## src/hw/rtl/fbpa_pkg.sv

```systemverilog
// ----------------------------------------------------------------------------
// fbpa_pkg
// Shared widths, codes and types of the fixed block pool allocator.
// ----------------------------------------------------------------------------
package fbpa_pkg;

    // pool geometry; BLOCK_BYTES and NUM_BLOCKS are powers of two
    localparam int BLOCK_BYTES = 32;
    localparam int NUM_BLOCKS  = 16;
    localparam int POOL_BYTES  = NUM_BLOCKS * BLOCK_BYTES;
    localparam int BLOCK_SHIFT = $clog2(BLOCK_BYTES);
    localparam int IDX_W       = $clog2(NUM_BLOCKS);
    localparam int DEPTH_W     = $clog2(NUM_BLOCKS + 1);

    // item field widths
    localparam int OPCODE_W = 2;
    localparam int OFF_IN_W = 10;
    localparam int SIZE_W   = 8;
    localparam int STATUS_W = 3;
    localparam int BOFF_W   = 9;
    localparam int FCOUNT_W = 5;

    localparam int S_TDATA_W = 32;
    localparam int M_TDATA_W = 24;

    // operations
    localparam logic [OPCODE_W-1:0] OP_ALLOC       = 2'd0;
    localparam logic [OPCODE_W-1:0] OP_ALLOC_CHECK = 2'd1;
    localparam logic [OPCODE_W-1:0] OP_FREE        = 2'd2;
    localparam logic [OPCODE_W-1:0] OP_REINIT      = 2'd3;

    // result status
    localparam logic [STATUS_W-1:0] ST_OK        = 3'd0;
    localparam logic [STATUS_W-1:0] ST_EXHAUSTED = 3'd1;
    localparam logic [STATUS_W-1:0] ST_INVALID   = 3'd2;
    localparam logic [STATUS_W-1:0] ST_DOUBLE    = 3'd3;
    localparam logic [STATUS_W-1:0] ST_TOO_LARGE = 3'd4;

    // access to the free stack memory
    typedef struct packed {
        logic             rd_en;
        logic [IDX_W-1:0] rd_addr;
        logic             wr_en;
        logic [IDX_W-1:0] wr_addr;
        logic [IDX_W-1:0] wr_data;
        logic             clear;
    } stack_req_t;

endpackage

```

## src/hw/rtl/fbpa_stack_ram.sv

```systemverilog
// ----------------------------------------------------------------------------
// fbpa_stack_ram
// Free stack memory, one read and one write port, registered read data.
// An entry never written since reset or reinit reads as its own index.
// ----------------------------------------------------------------------------
module fbpa_stack_ram (
    input  logic                      aclk,
    input  logic                      aresetn,
    input  fbpa_pkg::stack_req_t      req,
    output logic [fbpa_pkg::IDX_W-1:0] rd_idx
);
    import fbpa_pkg::*;

    logic [IDX_W-1:0]      mem [NUM_BLOCKS];
    logic [NUM_BLOCKS-1:0] valid_reg;
    logic [IDX_W-1:0]      rd_data_reg;
    logic [IDX_W-1:0]      rd_addr_reg;
    logic                  rd_valid_reg;

    always_ff @(posedge aclk) begin
        if (req.wr_en) begin
            mem[req.wr_addr] <= req.wr_data;
        end
        if (req.rd_en) begin
            rd_data_reg  <= mem[req.rd_addr];
            rd_addr_reg  <= req.rd_addr;
            rd_valid_reg <= valid_reg[req.rd_addr];
        end
    end

    always_ff @(posedge aclk) begin
        if (!aresetn || req.clear) begin
            valid_reg <= '0;
        end else if (req.wr_en) begin
            valid_reg[req.wr_addr] <= 1'b1;
        end
    end

    assign rd_idx = rd_valid_reg ? rd_data_reg : rd_addr_reg;

endmodule

```

## src/hw/rtl/fbpa_ctrl.sv

```systemverilog
// ----------------------------------------------------------------------------
// fbpa_ctrl
// Operation sequencer: stack pointer, free map and result register.
// Reads the stack top on accept, resolves the operation in the execute state once the output is free.
// ----------------------------------------------------------------------------
module fbpa_ctrl (
    input  logic                            aclk,
    input  logic                            aresetn,
    input  logic                            in_valid,
    output logic                            in_ready,
    input  logic [fbpa_pkg::OPCODE_W-1:0]   opcode,
    input  logic [fbpa_pkg::OFF_IN_W-1:0]   byte_offset,
    input  logic [fbpa_pkg::SIZE_W-1:0]     elem_size,
    input  logic [fbpa_pkg::SIZE_W-1:0]     elem_count,
    output fbpa_pkg::stack_req_t            stack_req,
    input  logic [fbpa_pkg::IDX_W-1:0]      stack_rd_idx,
    output logic                            out_valid,
    input  logic                            out_ready,
    output logic [fbpa_pkg::STATUS_W-1:0]   status,
    output logic [fbpa_pkg::BOFF_W-1:0]     block_offset,
    output logic [fbpa_pkg::FCOUNT_W-1:0]   free_count
);
    import fbpa_pkg::*;

    localparam logic ST_IDLE = 1'b0;
    localparam logic ST_EXEC = 1'b1;

    logic                  state_reg, state_next;
    logic [OPCODE_W-1:0]   op_reg;
    logic [OFF_IN_W-1:0]   off_reg;
    logic [SIZE_W-1:0]     esz_reg;
    logic [SIZE_W-1:0]     ecnt_reg;
    logic [DEPTH_W-1:0]    depth_reg, depth_next;
    logic [NUM_BLOCKS-1:0] map_reg, map_next;
    logic                  out_valid_reg, out_valid_next;
    logic [STATUS_W-1:0]   status_reg, status_next;
    logic [BOFF_W-1:0]     boff_reg, boff_next;

    logic                  accept;
    logic                  do_exec;
    logic [2*SIZE_W-1:0]   req_bytes;
    logic [IDX_W-1:0]      pop_idx;
    logic [IDX_W-1:0]      free_idx;
    logic                  off_bad;

    assign in_ready = (state_reg == ST_IDLE);
    assign accept   = in_valid && in_ready;
    assign do_exec  = (state_reg == ST_EXEC) && (!out_valid_reg || out_ready);

    assign req_bytes = esz_reg * ecnt_reg;
    assign pop_idx   = (32'(stack_rd_idx) >= NUM_BLOCKS) ? '0 : stack_rd_idx;
    assign free_idx  = off_reg[BLOCK_SHIFT +: IDX_W];
    assign off_bad   = (32'(off_reg) >= POOL_BYTES) || (off_reg[BLOCK_SHIFT-1:0] != '0);

    always_comb begin
        state_next      = state_reg;
        depth_next      = depth_reg;
        map_next        = map_reg;
        out_valid_next  = out_valid_reg && !out_ready;
        status_next     = status_reg;
        boff_next       = boff_reg;
        stack_req       = '0;
        // stack top is read on every accept, used only by allocations
        stack_req.rd_en   = accept;
        stack_req.rd_addr = IDX_W'(depth_reg - 1'b1);
        if (accept) begin
            state_next = ST_EXEC;
        end
        if (do_exec) begin
            state_next     = ST_IDLE;
            out_valid_next = 1'b1;
            status_next    = ST_OK;
            boff_next      = '0;
            unique case (op_reg)
                OP_ALLOC, OP_ALLOC_CHECK: begin
                    priority if (op_reg == OP_ALLOC_CHECK && 32'(req_bytes) > BLOCK_BYTES) begin
                        status_next = ST_TOO_LARGE;
                    end else if (depth_reg == '0) begin
                        status_next = ST_EXHAUSTED;
                    end else begin
                        depth_next        = depth_reg - 1'b1;
                        map_next[pop_idx] = 1'b0;
                        boff_next         = BOFF_W'(32'(pop_idx) * BLOCK_BYTES);
                    end
                end
                OP_FREE: begin
                    priority if (off_bad) begin
                        status_next = ST_INVALID;
                    end else if (map_reg[free_idx]) begin
                        status_next = ST_DOUBLE;
                    end else begin
                        map_next[free_idx] = 1'b1;
                        // a full stack skips the push but still marks the block free
                        if (32'(depth_reg) < NUM_BLOCKS) begin
                            stack_req.wr_en   = 1'b1;
                            stack_req.wr_addr = IDX_W'(depth_reg);
                            stack_req.wr_data = free_idx;
                            depth_next        = depth_reg + 1'b1;
                        end
                    end
                end
                OP_REINIT: begin
                    stack_req.clear = 1'b1;
                    depth_next      = DEPTH_W'(NUM_BLOCKS);
                    map_next        = '1;
                end
                default: begin
                    status_next = ST_OK;
                end
            endcase
        end
    end

    always_ff @(posedge aclk) begin
        if (!aresetn) begin
            state_reg     <= ST_IDLE;
            depth_reg     <= DEPTH_W'(NUM_BLOCKS);
            map_reg       <= '1;
            out_valid_reg <= 1'b0;
        end else begin
            state_reg     <= state_next;
            depth_reg     <= depth_next;
            map_reg       <= map_next;
            out_valid_reg <= out_valid_next;
        end
    end

    always_ff @(posedge aclk) begin
        if (accept) begin
            op_reg   <= opcode;
            off_reg  <= byte_offset;
            esz_reg  <= elem_size;
            ecnt_reg <= elem_count;
        end
        status_reg <= status_next;
        boff_reg   <= boff_next;
    end

    logic [FCOUNT_W-1:0] fcount_reg;
    always_ff @(posedge aclk) begin
        if (do_exec) begin
            fcount_reg <= FCOUNT_W'(depth_next);
        end
    end

    assign out_valid    = out_valid_reg;
    assign status       = status_reg;
    assign block_offset = boff_reg;
    assign free_count   = fcount_reg;

endmodule

```

## src/hw/rtl/fixed_block_pool_allocator_top.sv

```systemverilog
// ----------------------------------------------------------------------------
// fixed_block_pool_allocator_top
// Fixed-size block pool allocator over a LIFO stack of free block indices.
// ----------------------------------------------------------------------------
// result: the transfer is registered, resolved in the execute state, then the result is registered
// operations: a new one is accepted only in the idle state, after the registered read of
//   the free stack memory and the update step of the previous one
// reset: synchronous active-low aresetn; all 16 blocks free, stack pointer
//   full, stack entries read as their own index, no result pending
module fixed_block_pool_allocator_top (
    input  logic                             aclk,
    input  logic                             aresetn,
    input  logic                             s_tvalid,
    output logic                             s_tready,
    // opcode[1:0], byte_offset[11:2], elem_size[19:12], elem_count[27:20], zero pad
    input  logic [fbpa_pkg::S_TDATA_W-1:0]   s_tdata,
    output logic                             m_tvalid,
    input  logic                             m_tready,
    // status[2:0], block_offset[11:3], free_count[16:12], zero pad
    output logic [fbpa_pkg::M_TDATA_W-1:0]   m_tdata
);
    import fbpa_pkg::*;

    stack_req_t          stack_req;
    logic [IDX_W-1:0]    stack_rd_idx;
    logic [STATUS_W-1:0] status;
    logic [BOFF_W-1:0]   block_offset;
    logic [FCOUNT_W-1:0] free_count;

    fbpa_ctrl u_ctrl (
        .aclk         (aclk),
        .aresetn      (aresetn),
        .in_valid     (s_tvalid),
        .in_ready     (s_tready),
        .opcode       (s_tdata[1:0]),
        .byte_offset  (s_tdata[11:2]),
        .elem_size    (s_tdata[19:12]),
        .elem_count   (s_tdata[27:20]),
        .stack_req    (stack_req),
        .stack_rd_idx (stack_rd_idx),
        .out_valid    (m_tvalid),
        .out_ready    (m_tready),
        .status       (status),
        .block_offset (block_offset),
        .free_count   (free_count)
    );

    fbpa_stack_ram u_stack (
        .aclk    (aclk),
        .aresetn (aresetn),
        .req     (stack_req),
        .rd_idx  (stack_rd_idx)
    );

    assign m_tdata = {(M_TDATA_W - STATUS_W - BOFF_W - FCOUNT_W)'(0),
                      free_count, block_offset, status};

endmodule

```

## config.mk

```make
export PLATFORM = sky130hd
export DESIGN_NAME = fixed_block_pool_allocator_top
export DESIGN_NICKNAME = d
export VERILOG_FILES = /design/src/hw/rtl/fbpa_pkg.sv /design/src/hw/rtl/fbpa_stack_ram.sv /design/src/hw/rtl/fbpa_ctrl.sv /design/src/hw/rtl/fixed_block_pool_allocator_top.sv
export SDC_FILE = /design/constraint.sdc
export NUM_CORES = 1
export LEC_CHECK = 0
export ABC_CLOCK_PERIOD_IN_PS = 12500
export BUFFER_PORTS_ARGS = -buffer_cell sky130_fd_sc_hd__buf_2
export CAP_MARGIN = 0
export CORE_ASPECT_RATIO = 0.5
export CORE_MARGIN = 2
export CORE_UTILIZATION = 50
export CTS_CLUSTER_SIZE = 28
export DETAILED_ROUTE_END_ITERATION = 7
export PLACE_DENSITY = 0.74
export SYNTH_ARGS = -nofsm -noshare
export SYNTH_HDL_FRONTEND = slang
export SYNTH_SLANG_ARGS = --single-unit
```

## constraint.sdc

```tcl
create_clock -name aclk -period 12.5 [get_ports aclk]
set_input_delay 0.625 -clock aclk [delete_from_list [all_inputs] [get_ports aclk]]
set_output_delay 0.625 -clock aclk [all_outputs]
set_load 0.005 [all_outputs]
```

-- Word level (Yosys, flattened, before mapping)
Memories as Yosys holds them, arrays and structs flattened. A register that Yosys moved wholly into a read port is not among the register bits.
Cells that the tools add are included.
- add/subtract/negate cells: 2
- reduce and logical (&&, ||, !) cells: 21
- eq/ne operators: 7
- mux-type cells: 37
- bitwise logic cells: 7
- multipliers: 1
- $lt $le $gt $ge: 10
- operators with widths (operator ; number):
    $mux W16 ; 4
    $pmux W16 S3 ; 1
    $mux W9 ; 4
    $or A16 B16 Y16 ; 2
    $mux W5 ; 6
    $lt A4 B5 Y1 const B ; 4
    $and A16 B16 Y16 ; 1
    $gt A16 B6 Y1 const B ; 1
    $mul A8 B8 Y16 ; 1
    $not A16 Y16 ; 1
    $pmux W5 S3 ; 1
    $demux W1 S4 ; 3
    $ge A4 B1 Y1 const B ; 3
    $ge A10 B10 Y1 const B ; 1
    $mux W1 ; 10
    $mux W10 ; 1
    $bmux W1 S4 ; 2
    $ne A2 B2 Y1 const B ; 4
    $logic_and A1 B1 Y1 ; 7
    $mux W3 ; 2
    $pmux W3 S2 ; 1
    $reduce_or A2 Y1 ; 3
    $add A5 B1 Y5 const B ; 1
    $logic_not A5 Y1 ; 1
    13 further kinds ; 20
- memory bits (writable): 64
- memories kept: 1
- flip-flop bits (word level): 89
- output and inout bits: 26
- memories (memory ; words ; bits a word ; rd ports ; clocked after memory_dff ; wr ports ; line ; RTL):
    u_stack.mem ; 16 ; 4 ; 1 ; 1 ; 1 ; fbpa_stack_ram.sv:14 ; logic [IDX_W-1:0] mem [NUM_BLOCKS];

-- Logic depth before layout (Yosys ltp)
Gate-level depths: netlist (run 1).
- word-level depth: 11
- depth in mapped cells: 20

-- By module
Synthesis (run 1) repeated with hierarchy kept, for this count alone.
- cell total of the unflattened synthesis: 747
- area, all modules: 8789.7 µm²
- modules (own cells, without submodules) (module ; sequential area each (µm²) ; times used ; area an instance (µm²) ; cells an instance):
    fbpa_ctrl ; 1661.6 ; 1 ; 5323.9 ; 556
    fbpa_stack_ram ; 2512.4 ; 1 ; 3409.5 ; 183
    fixed_block_pool_allocator_top ; 0.0 ; 1 ; 56.3 ; 8

-- Least setup slack after synthesis (run 1)
Ideal clock, no wire load.
- path kind: flip-flop to flip-flop
- start point: reg u_ctrl.esz_reg[2]
- end point: reg u_ctrl.fcount_reg[0], in the netlist u_ctrl.free_count[0] (data pin)
- setup slack: 7042 ps
- library setup time: 256 ps
- path buffers: 0
- stages on the path, launching flop included: 17
- arrival time: 5202 ps
- path through: edfxtp_1 > and2_1 > fa_1 > fa_1 > fa_1 > inv_1 > fa_1 > inv_1 > ha_1 > a21oi_1 > a21oi_1 > or4_1 > a2111o_1 > nor4b_4 > a31oi_2 > or4_1 > o211a_1
- cells in the longest elaborated chain, start to end: 6
- ends and longest elaborated chain (element ; line ; RTL):
    from (decl) ; fbpa_ctrl.sv:31 ; logic [SIZE_W-1:0] esz_reg;
    from (signal assigned) ; fbpa_ctrl.sv:132 ; esz_reg <= elem_size;
    $mul A8 B8 Y16 ; fbpa_ctrl.sv:50 ; assign req_bytes = esz_reg * ecnt_reg;
    $gt A16 B6 Y1 ; fbpa_ctrl.sv:76 ; priority if (op_reg == OP_ALLOC_CHECK && 32'(req_bytes) > BLOCK_BYTES) begin
    $logic_and A1 B1 Y1 ; fbpa_ctrl.sv:76 ;
    $mux W5 ; fbpa_ctrl.sv:76 ;
    $pmux W5 S3 ; fbpa_ctrl.sv:74 ; unique case (op_reg)
    $mux W5 ; fbpa_ctrl.sv:69 ; if (do_exec) begin
    named net u_ctrl.depth_next[0] ; fbpa_ctrl.sv:33 ; logic [DEPTH_W-1:0] depth_reg, depth_next;
    to (signal assigned) ; fbpa_ctrl.sv:142 ; fcount_reg <= FCOUNT_W'(depth_next);
    to (decl) ; fbpa_ctrl.sv:139 ; logic [FCOUNT_W-1:0] fcount_reg;
The timed path passes the listed nets, and every way through them passes these cells.
A chain may end at the register's enable or synchronous reset.

-- Worst setup path in the final report (run 1)
Ends and elaborated chain as after synthesis.

==> results.md, run 1 <==
* H-Tree Depth at 4
* RSZ-0062 raised after global routing: no
* CP max FO at 22
* WP data required at 12,690 ps
* Vias in the first global route at 5,876
* Post-CTS Setup Bufs at 0
* Clk root buf: clkbuf_16
* ANT nets after route at 0
* Post-route setup TNS at 0 ps
* Ys flop type: edfxtp_1
* Fin crit period at 6051 ps
* Final period utilization at 0.4841
* Final net count at 868
* Initial DRC count at 462
* Die span in y at 97.41 um
* Sequential cell fraction of total power at 0.378
* Dominant cells by area after synthesis: edfxtp_1, dfxtp_1, fa_1, mux4_2, ha_1
* Clock buffer count from CTS at 17
* Async SR Flop Fraction at 0
* Most frequent cells in the layout: edfxtp_1, inv_1, and2_1, nand2_1, buf_2
* Rel. slew slack at 0.2411
* Startpoint Class: flip-flop
* Sw frac at 0.3431
* Leak pwr at 3.539 nW
* Fillers at 1,398
* Pin count of the biggest net entering global routing at 38
* Outcome: complete, no violations
* Area fraction of the dominant cell type after synthesis at 0.3889
* PortBufs at 45
* Die Wd at 190.8 um
* Total power at 1.512 mW
* Comb pwr share at 0.278
* Clk sinks at 152
* Max IR drop VDD at 0.09026 mV
* Total iterations of the first detailed-routing run at 5
* Post-synth top area cell: edfxtp_1
* Min Hold Slack at 363.7 ps
* CP arrival at 6240 ps
* Routed wire per std cell at 18.23 um
* Total GRT Usage at 0.2068
* Max-cap viol count at 0
* RePlAce Congestion at 0.8275
* Syn_area_per_cell at 12.20 um^2
* Grt total ovfl at 0
* I/O pin cnt at 62
* Routed wire length at 18.29 mm
* Mapped Cells at 715
* Number of flops mapped to enable cells by yosys at 113
* Max Freq at 165.3 MHz
* Final Hold Fails at 0
* Pwr dens at 155.5 mW/mm^2
* Layout cells sized above 1 at 0.1612
* # DRC at 0
* First-pass GRT wire length at 29.84 mm
* Syn Std Cell Area at 0.008725 mm^2
* Clk network pwr share at 0.344
* Antenna violations before repair at 0
* Worst Hold Class: primary input to flip-flop
* Setup violations, final at 0
* # rows at 34
* CTS Buffer Depth at 2
* Fin. max-slew vios at 0
* Worst slew pin tran at 1136 ps
* Core Area at 0.01723 mm^2
* CTS resizes at 0
* Via count at 5,842
* Critical Path Sink Type: flip-flop
* Critical path class: flip-flop to flip-flop
* CTS tree: done
* R2R cell count at 17
* Synth unique cells at 70
* Layout Skew at 15.57 ps
* Switch Pwr at 518.7 uW
* Sequential area share after synthesis at 0.4784
* Hold-critical path depth at 1
* Ys Warns at 0
* Ant. Diodes at 0
* Dpl hpwl at 12.99 mm
* Die area at 0.01859 mm^2
* CTS Hold Bufs at 0
* Initial Util at 0.5064
* Max FFs per register at 64
* Commonest non-fill, non-tap cell in the layout: edfxtp_1
* Clk slew on worst S/H paths at 80 ps
* Post-synthesis sequential element count at 152
* Vias per inst at 5.825
* Syn-to-layout area delta at 11.40%
* Pint at 992.9 uW
* Worst-skew pair later-pin latency at 430 ps
## synthesized netlist by cell type, types with 3 or more instances
library cell,number
o21ai_0,12
a211oi_1,3
nand2b_1,6
inv_1,69
o21ai_1,4
nand2_1,47
mux4_2,30
nor2b_1,7
o31ai_1,15
fa_1,36
edfxtp_1,113
and2_1,55
nand3_1,11
a21o_1,5
nor2_1,40
a21oi_1,23
a31oi_1,10
o32ai_1,4
or3_1,5
clkbuf_1,19
o211ai_1,18
mux2i_1,3
o21a_1,21
o22ai_1,5
nor3_2,3
dfxtp_1,39
nor3_1,7
buf_4,12
nand3b_1,3
ha_1,40
## final cells by class
class	count	area, um^2	area share
Clock buffer	17	425.4	0.04377
Clock inverter	15	177.7	0.01828
Inverter	70	262.8	0.02703
Multi-Input combinational cell	468	4146	0.4266
Sequential cell	152	4174	0.4295
Tap cell	234	292.8	0.03012
Timing Repair Buffer	47	240.2	0.02472
## through the flow
stage                     instances  utilization  setup WS, ps  cell area [um^2]
final                          1003       0.5641          6449              9719
after global routing           1003       0.5641          6190              9719
after CTS                      1003       0.5641          6447              9719
after detailed placement        971       0.5291          6490              9116
after global placement          971       0.5291          6525              9116
after floorplan                 726            -          7042              8766
## kinds of logic (layout without fill, tap and decap cells)
logic type	Yosys count	in the layout	share of synthesized area
simple gates	200	200	0.1233
mux	33	33	0.08088
buf+inv	106	149	0.05263
xor+xnor	5	5	0.005881
compound gates	142	142	0.1185
flops	152	152	0.4784
fa+ha+maj	76	76	0.1400
other cells	1	12	0.0004298
## worst max-delay path: stages (launching register included)
cell and delay (ps):
edfxtp_1 530, and2_1 250, fa_1 500, fa_1 520, fa_1 560, inv_1 60, fa_1 540, inv_1 40
ha_1 250, a21oi_1 200, a21oi_1 90, or4_1 500, a2111o_1 420, nor4b_4 330, a31oi_2 120, buf_4 240
or4_1 530, o211a_1 150
## power groups by stage
| stage | combinational [mW] | sequential (mW) | clock [mW] |
|---|---|---|---|
| after floorplan | 0.337 | 0.572 | 0 |
| after global placement | 0.409 | 0.581 | 0 |
| after detailed placement | 0.419 | 0.582 | 0 |
| after CTS | 0.422 | 0.571 | 0.529 |
| after global routing | 0.476 | 0.573 | 0.550 |
| final | 0.421 | 0.571 | 0.520 |
## layer usage
metal | vias up | track usage | part of all wire
li1 | 2676 | - | -
met1 | 2927 | 0.2695 | 0.43
met2 | 204 | 0.3475 | 0.50
met3 | 35 | 0.03756 | 0.055
met4 | 0 | 0.07573 | 0.021
met5 | - | 0 | 0
## worst paths after layout
check | from | end | slack [ps]
worst min register to register | u_stack.valid_reg[7] | u_stack.valid_reg[7] | 470
worst max register to register | u_ctrl.esz_reg[2] | u_ctrl.free_count[0] | 6450
worst min-delay path | s_tdata[10] | u_ctrl.off_reg[8] | 360
worst max-delay path | u_ctrl.esz_reg[2] | u_ctrl.free_count[0] | 6450
Note: power is estimated with default switching activity, not from simulation.
==> run 2: changes to the inputs <==
ABC_CLOCK_PERIOD_IN_PS = 4900   (was 12500)
PLACE_DENSITY = 0.77   (was 0.74)
clock period = 4.9 ns   (was 12.5 ns; I/O delays follow)
==> run 2 against run 1 <==
- the run now ends with setup timing left
- count of clock-buffer cells in the layout stayed put
- via count increased by 8.7%
- die area stayed put
- routed wire length is 11% higher
- global-route usage increased by 2.2 points
- clock power grew to 2.6 times the previous value
- critical path depth down 1
- final cell count rose by 9.0%
- sequential power rose to 2.5 times the previous value
- clock skew barely moved
- sequential share of layout area down 4.0 points
- total power increased to 2.9 times the previous value
- highest routed layer unchanged
==> results.md, run 2 (synthesis gave the netlist of run 1 again) <==
* Outcome: complete, but fails checks (was complete, no violations)
* Failing checks: setup timing
* Startpoint Class: flip-flop (unchanged)
* CTS Buffer Depth at 2 (unchanged)
* Critical Path Sink Type: flip-flop (unchanged)
* Ant. Diodes at 0 (unchanged)
* Total GRT Usage at 0.2287 (was 0.2068)
* Core Util, Final at 0.6221 (was 0.5641)
* Final Hold Fails at 0 (unchanged)
* Setup WS pre-CTS at -582.1 ps (was 6490 ps)
* Critical path class: flip-flop to flip-flop (unchanged)
* Most frequent cells in the layout: edfxtp_1, inv_1, buf_4, and2_1, nand2_1 (was edfxtp_1, inv_1, and2_1, nand2_1, buf_2)
* CP max FO at 7 (was 22)
* Layout Skew at 15.96 ps (was 15.57 ps)
* Worst slew pin tran at 1165 ps (was 1136 ps)
* Final net count at 958 (was 868)
* PortBufs at 45 (unchanged)
* Vias per inst at 5.812 (was 5.825)
* Die area at 0.01859 mm^2 (unchanged)
* RePlAce Congestion at 0.8776 (was 0.8275)
* WP data required at 5090 ps (was 12,690 ps)
* Setup violations, final at 32 (was 0)
* ANT nets after route at 0 (unchanged)
* Final period utilization at 1.107 (was 0.4841)
* Clk slew on worst S/H paths at 80 ps (about the same)
* # DRC at 0 (unchanged)
* Met1 usage at 0.2904 (was 0.2695)
* First-pass GRT wire length at 33.04 mm (was 29.84 mm)
* Antenna violations before repair at 0 (unchanged)
* Fillers at 1,225 (was 1,398)
* Worst-skew pair later-pin latency at 430 ps (about the same)
* Initial DRC count at 606 (was 462)
* Non-Filler Instances at 1,093 (was 1,003)
* Worst-path cell chain: and2_4 -> fa_1 -> fa_1 -> fa_1 -> inv_1 -> fa_1 -> inv_2 -> ha_4 -> inv_4 -> o32ai_2 -> or4_4 -> a2111o_1 -> nor4b_4 -> a31oi_2 -> or4_1 -> o211a_1 (was and2_1 -> fa_1 -> fa_1 -> fa_1 -> inv_1 -> fa_1 -> inv_1 -> ha_1 -> a21oi_1 -> a21oi_1 -> or4_1 -> a2111o_1 -> nor4b_4 -> a31oi_2 -> buf_4 -> or4_1 -> o211a_1)
* Die Wd at 190.8 um (unchanged)
* Vias in the first global route at 6,424 (was 5,876)
* Leak pwr at 4.010 nW (was 3.539 nW)
* Grt met2 use at 0.3935 (was 0.3475)
* Syn-to-layout area delta at 22.85% (was 11.40%)
* Pwr dens at 402.7 mW/mm^2 (was 155.5 mW/mm^2)
* CP peak stage delay at 570 ps (was 560 ps)
* Top Usage Layer GRT: met2 (unchanged)
* Rel. slew slack at 0.2217 (was 0.2411)
* Max FFs per register at 64 (unchanged)
* Worst Hold Class: primary input to flip-flop (unchanged)
* Core Area at 0.01723 mm^2 (unchanged)
* Crit path top cell by count: fa_1 (unchanged)
* Max IR drop VDD at 0.2470 mV (was 0.09026 mV)
* Die span in y at 97.41 um (unchanged)
* Routed wire per std cell at 18.51 um (was 18.23 um)
* H-Tree Depth at 4 (unchanged)
* Layout cells sized above 1 at 0.2608 (was 0.1612)
* Clock buffer count from CTS at 17 (unchanged)
* Fin. max-slew vios at 0 (unchanged)
* Fin crit period at 5422 ps (was 6051 ps)
* Commonest non-fill, non-tap cell in the layout: edfxtp_1 (unchanged)
* RSZ-0062 raised after global routing: yes (was no)
* Slowest CP cell: fa_1 (unchanged)
* Max Freq at 184.4 MHz (was 165.3 MHz)
* Grt total ovfl at 0 (unchanged)
* Clk sinks at 152 (unchanged)
* Max-cap viol count at 0 (unchanged)
* I/O pin cnt at 62 (unchanged)
* Area of the multi-input gates at 0.004365 mm^2 (was 0.004146 mm^2)
* Post-route setup TNS at -12,760 ps (was 0 ps)
* Routed wire length at 20.23 mm (was 18.29 mm)
* Clk root buf: clkbuf_16 (unchanged)
* Dpl hpwl at 13.63 mm (was 12.99 mm)
* CTS tree: done (unchanged)
* Register area at 0.004174 mm^2 (unchanged)
* Total iterations of the first detailed-routing run at 5 (unchanged)
* CP arrival at 5610 ps (was 6240 ps)
* Initial Util at 0.5064 (unchanged)
* Min Hold Slack at 84.05 ps (was 363.7 ps)
* Final worst slack at -522.1 ps (was 6449 ps)
* Cells after DPL at 1,022 (was 971)
* # rows at 34 (unchanged)
* Pin count of the biggest net entering global routing at 38 (unchanged)
* Via count at 6,353 (was 5,842)
* Global-route met3 utilization at 0.03900 (was 0.03756)
run 2: cell types whose count changed in the layout (fill, tap and decap cells not counted), sizes merged:
cell / previous run / this run
buf: 47 / 109
clkinv: 8 / 7
dlygate4sd3: 0 / 28
inv: 77 / 78
run 2: worst paths after layout:
| kind | startpoint | to | slack [ps] | cells past startpoint |
|---|---|---|---|---|
| setup / recovery | u_ctrl.esz_reg[3] | u_ctrl.free_count[0] | -520 | 16 |
| hold / removal | s_tvalid | u_ctrl.state_reg | 80 | 3 |
| setup reg to reg | u_ctrl.esz_reg[3] | u_ctrl.free_count[0] | -520 | 16 |
| hold reg to reg | u_stack.valid_reg[4] | u_stack.valid_reg[4] | 470 | 1 |
run 2: metrics by stage:
stage          total power, mW  instance area (um^2)
2_1_floorplan            2.421                  8859
4_1_cts                  4.278                 10640
6_report                 4.316                 10720
5_1_grt                  4.547                 10720
3_5_place_dp             2.849                  9585
3_3_place_gp             2.816                  9585
run 2: final cells by class:
class / count / area share
tap: 234 / 0.02732
multi-input combinational: 468 / 0.4073
inverter: 70 / 0.02475
timing repair buffer: 137 / 0.09386
sequential: 152 / 0.3894
clock inverter: 15 / 0.01763
clock buffer: 17 / 0.03969
run 2: per-layer routing:
layer,up-vias,wire (um)
met4,0,608
met3,55,1193
li1,2866,-
met1,3136,8020
met2,296,10410
met5,-,0
run 2: critical path, delay by kind of cell, from the launching register on:
| family | cells | cell delay [ps] |
|---|---|---|
| AOI/OAI and AO/OA | 4 | 730 |
| adders and majority gates | 5 | 2310 |
| buffers and inverters | 3 | 170 |
| DFF | 1 | 490 |
| and+or+nand+nor | 4 | 1470 |
run 2: repair_timing:
action	in CTS	in global routing
setup buffers	11	0
endpoints found under the setup margin	31	32
hold endpoints to repair	28	0
pin swaps	11	7
hold buffers	28	0
gates resized for setup	19	14
run 2: power by group:
part | switching (mW) | internal, mW | leakage (nW)
Sequential | 0.0419 | 1.41 | 1.22
Clock | 0.666 | 0.699 | 0.299
Combinational | 0.772 | 0.727 | 2.49
Total | 1.48 | 2.84 | 4.01
==> run 3: changes to the inputs <==
ABC_CLOCK_PERIOD_IN_PS = 4940   (was 4900)
CORE_UTILIZATION = 40   (was 50)
PLACE_DENSITY = 0.65   (was 0.77)
clock period = 4.94 ns   (was 4.9 ns; I/O delays follow)
==> run 3 against run 2 <==
- the run still ends with setup timing left
- critical endpoint unchanged
- first-iteration DRC count down 13%
- combinational power hardly changed
- sequential share of layout area decreased by 0.47 points
- largest cell class unchanged
- highest routed layer unchanged
- sequential power barely moved
- core utilization down 12 points
==> results.md, run 3 (synthesis gave the netlist of run 1 again) <==
* Max IR drop VDD at 0.2164 mV (was 0.2470 mV)
* Worst slew pin tran at 1361 ps (was 1165 ps)
* CTS tree: done (unchanged)
* First-pass GRT wire length at 31.19 mm (was 33.04 mm)
* WP data required at 5130 ps (was 5090 ps)
* Ant. Diodes at 0 (unchanged)
* RePlAce Congestion at 0.8684 (was 0.8776)
* Die Wd at 212.9 um (was 190.8 um)
* RSZ-0062 raised after global routing: yes (unchanged)
* Worst Hold Class: primary input to flip-flop (unchanged)
* Leak pwr at 3.987 nW (was 4.010 nW)
* Final Hold Fails at 0 (unchanged)
* Most frequent cells in the layout: edfxtp_1, inv_1, buf_4, and2_1 (was edfxtp_1, inv_1, buf_4, and2_1, nand2_1)
* Clock buffer count from CTS at 17 (unchanged)
* Routed wire length at 19.70 mm (was 20.23 mm)
* ANT nets after route at 0 (unchanged)
* Antenna violations before repair at 0 (unchanged)
* Setup violations, final at 31 (was 32)
* Pin count of the biggest net entering global routing at 38 (unchanged)
* CP arrival at 5600 ps (was 5610 ps)
* Fin crit period at 5409 ps (was 5422 ps)
* Outcome: complete, but fails checks (unchanged)
* Layout cells sized above 1 at 0.2785 (was 0.2608)
* Routed wire per std cell at 17.12 um (was 18.51 um)
* I/O pin cnt at 62 (unchanged)
* Clk slew on worst S/H paths at 70 ps (was 80 ps)
* Commonest non-fill, non-tap cell in the layout: edfxtp_1 (unchanged)
* Grt total ovfl at 0 (unchanged)
* Dpl hpwl at 13.57 mm (was 13.63 mm)
* CP max FO at 6 (was 7)
* Die area at 0.02308 mm^2 (was 0.01859 mm^2)
* CTS Buffer Depth at 2 (unchanged)
* Total iterations of the first detailed-routing run at 5 (unchanged)
* R2r setup slk at -470 ps (was -520 ps)
* Syn-to-layout area delta at 24.35% (was 22.85%)
* Critical path class: flip-flop to flip-flop (unchanged)
* Max Freq at 184.9 MHz (was 184.4 MHz)
* Layout Skew at 11.05 ps (was 15.96 ps)
* Fin. max-slew vios at 0 (unchanged)
* Die span in y at 108.4 um (was 97.41 um)
* Total GRT Usage at 0.1762 (was 0.2287)
* H-Tree Depth at 4 (unchanged)
* Via count at 6,077 (was 6,353)
* Setup WS pre-CTS at -504.8 ps (was -582.1 ps)
* # rows at 38 (was 34)
* Core Util, Final at 0.5037 (was 0.6221)
* Clk root buf: clkbuf_16 (unchanged)
* Cells after DPL at 1,083 (was 1,022)
* Max FFs per register at 64 (unchanged)
* Max-cap viol count at 0 (unchanged)
* Vias per inst at 5.280 (was 5.812)
* Failing checks: setup timing (unchanged)
* Core Area at 0.02154 mm^2 (was 0.01723 mm^2)
* # DRC at 0 (unchanged)
* Initial Util at 0.4051 (was 0.5064)
* Pwr dens at 392.9 mW/mm^2 (was 402.7 mW/mm^2)
* Rel. slew slack at 0.09037 (was 0.2217)
* Startpoint Class: flip-flop (unchanged)
* Final worst slack at -468.5 ps (was -522.1 ps)
* Min Hold Slack at 86.18 ps (was 84.05 ps)
* Critical Path Sink Type: flip-flop (unchanged)
* Final period utilization at 1.095 (was 1.107)
* Vias in the first global route at 6,147 (was 6,424)
* Worst-skew pair later-pin latency at 430 ps (about the same)
* Initial DRC count at 528 (was 606)
* Clk sinks at 152 (unchanged)
* PortBufs at 45 (unchanged)
* Final net count at 950 (was 958)
* Non-Filler Instances at 1,151 (was 1,093)
[run 3: cell types whose count changed in the layout (fill, tap and decap cells not counted), sizes merged]
cell / change
clkbuf: +3
buf: -9
bufinv: +1
clkinv: -3
clkinvlp: +2
inv: -2
[run 3: through the flow]
step / total power, mW / cell area (um^2) / TNS (ps)
after global placement: 2.793 / 9622 / -10970
after global routing: 4.494 / 10850 / -16250
after CTS: 4.202 / 10620 / -10510
final: 4.263 / 10850 / -11430
after detailed placement: 2.805 / 9622 / -13320
after floorplan: 2.401 / 8843 / -283.9
[run 3: critical path, stage by stage (launching register included)]
cell      delay (ps)
edfxtp_1         500
buf_6            170
buf_4            120
buf_4            120
and2_1           150
ha_1             300
fa_1             460
fa_1             480
ha_1             340
ha_4             300
o21a_1           170
a21oi_2           40
or4_1            470
a2111o_1         350
nor4b_4          330
a31oi_2          170
or4_4            540
o211a_1          150
[run 3: cell type report]
class	count	area, um^2
Clock buffer	19	452.9
Clock inverter	13	132.6
Fill cell	1875	10690
Inverter	70	265.3
Multi-Input combinational cell	468	4482
Sequential cell	152	4174
Tap cell	300	375.4
Timing Repair Buffer	129	967.2
[run 3: what timing repair did]
action	CTS	global route
pin swaps	9	17
buffers inserted	4	3
gates resized for setup	28	36
cloned	0	1
setup endpoints to repair	31	32
hold buffers	28	0
hold endpoints to repair	28	0
[run 3: path summary, 6_finish.rpt]
path,cells past startpoint,end,start
min reg2reg,1,u_stack.valid_reg[3],u_stack.valid_reg[3]
max,17,u_ctrl.free_count[0],u_ctrl.ecnt_reg[4]
max reg2reg,17,u_ctrl.free_count[0],u_ctrl.ecnt_reg[4]
min,3,u_ctrl.state_reg,s_tvalid
[run 3: layer usage]
metal  wire length, um  global-route usage  vias up
li1                  -                   -     2840
met1              8509              0.2217     3040
met2              9894              0.3020      169
met3               924             0.03572       28
met4               373             0.06743        0
met5                 0                   0        -
[run 3: where the power goes]
| group | total, mW | switching (mW) | leakage [nW] | internal, mW |
|---|---|---|---|---|
| logic | 1.52 | 0.790 | 2.48 | 0.728 |
| registers | 1.44 | 0.0432 | 1.22 | 1.40 |
| clock network | 1.30 | 0.568 | 0.282 | 0.734 |
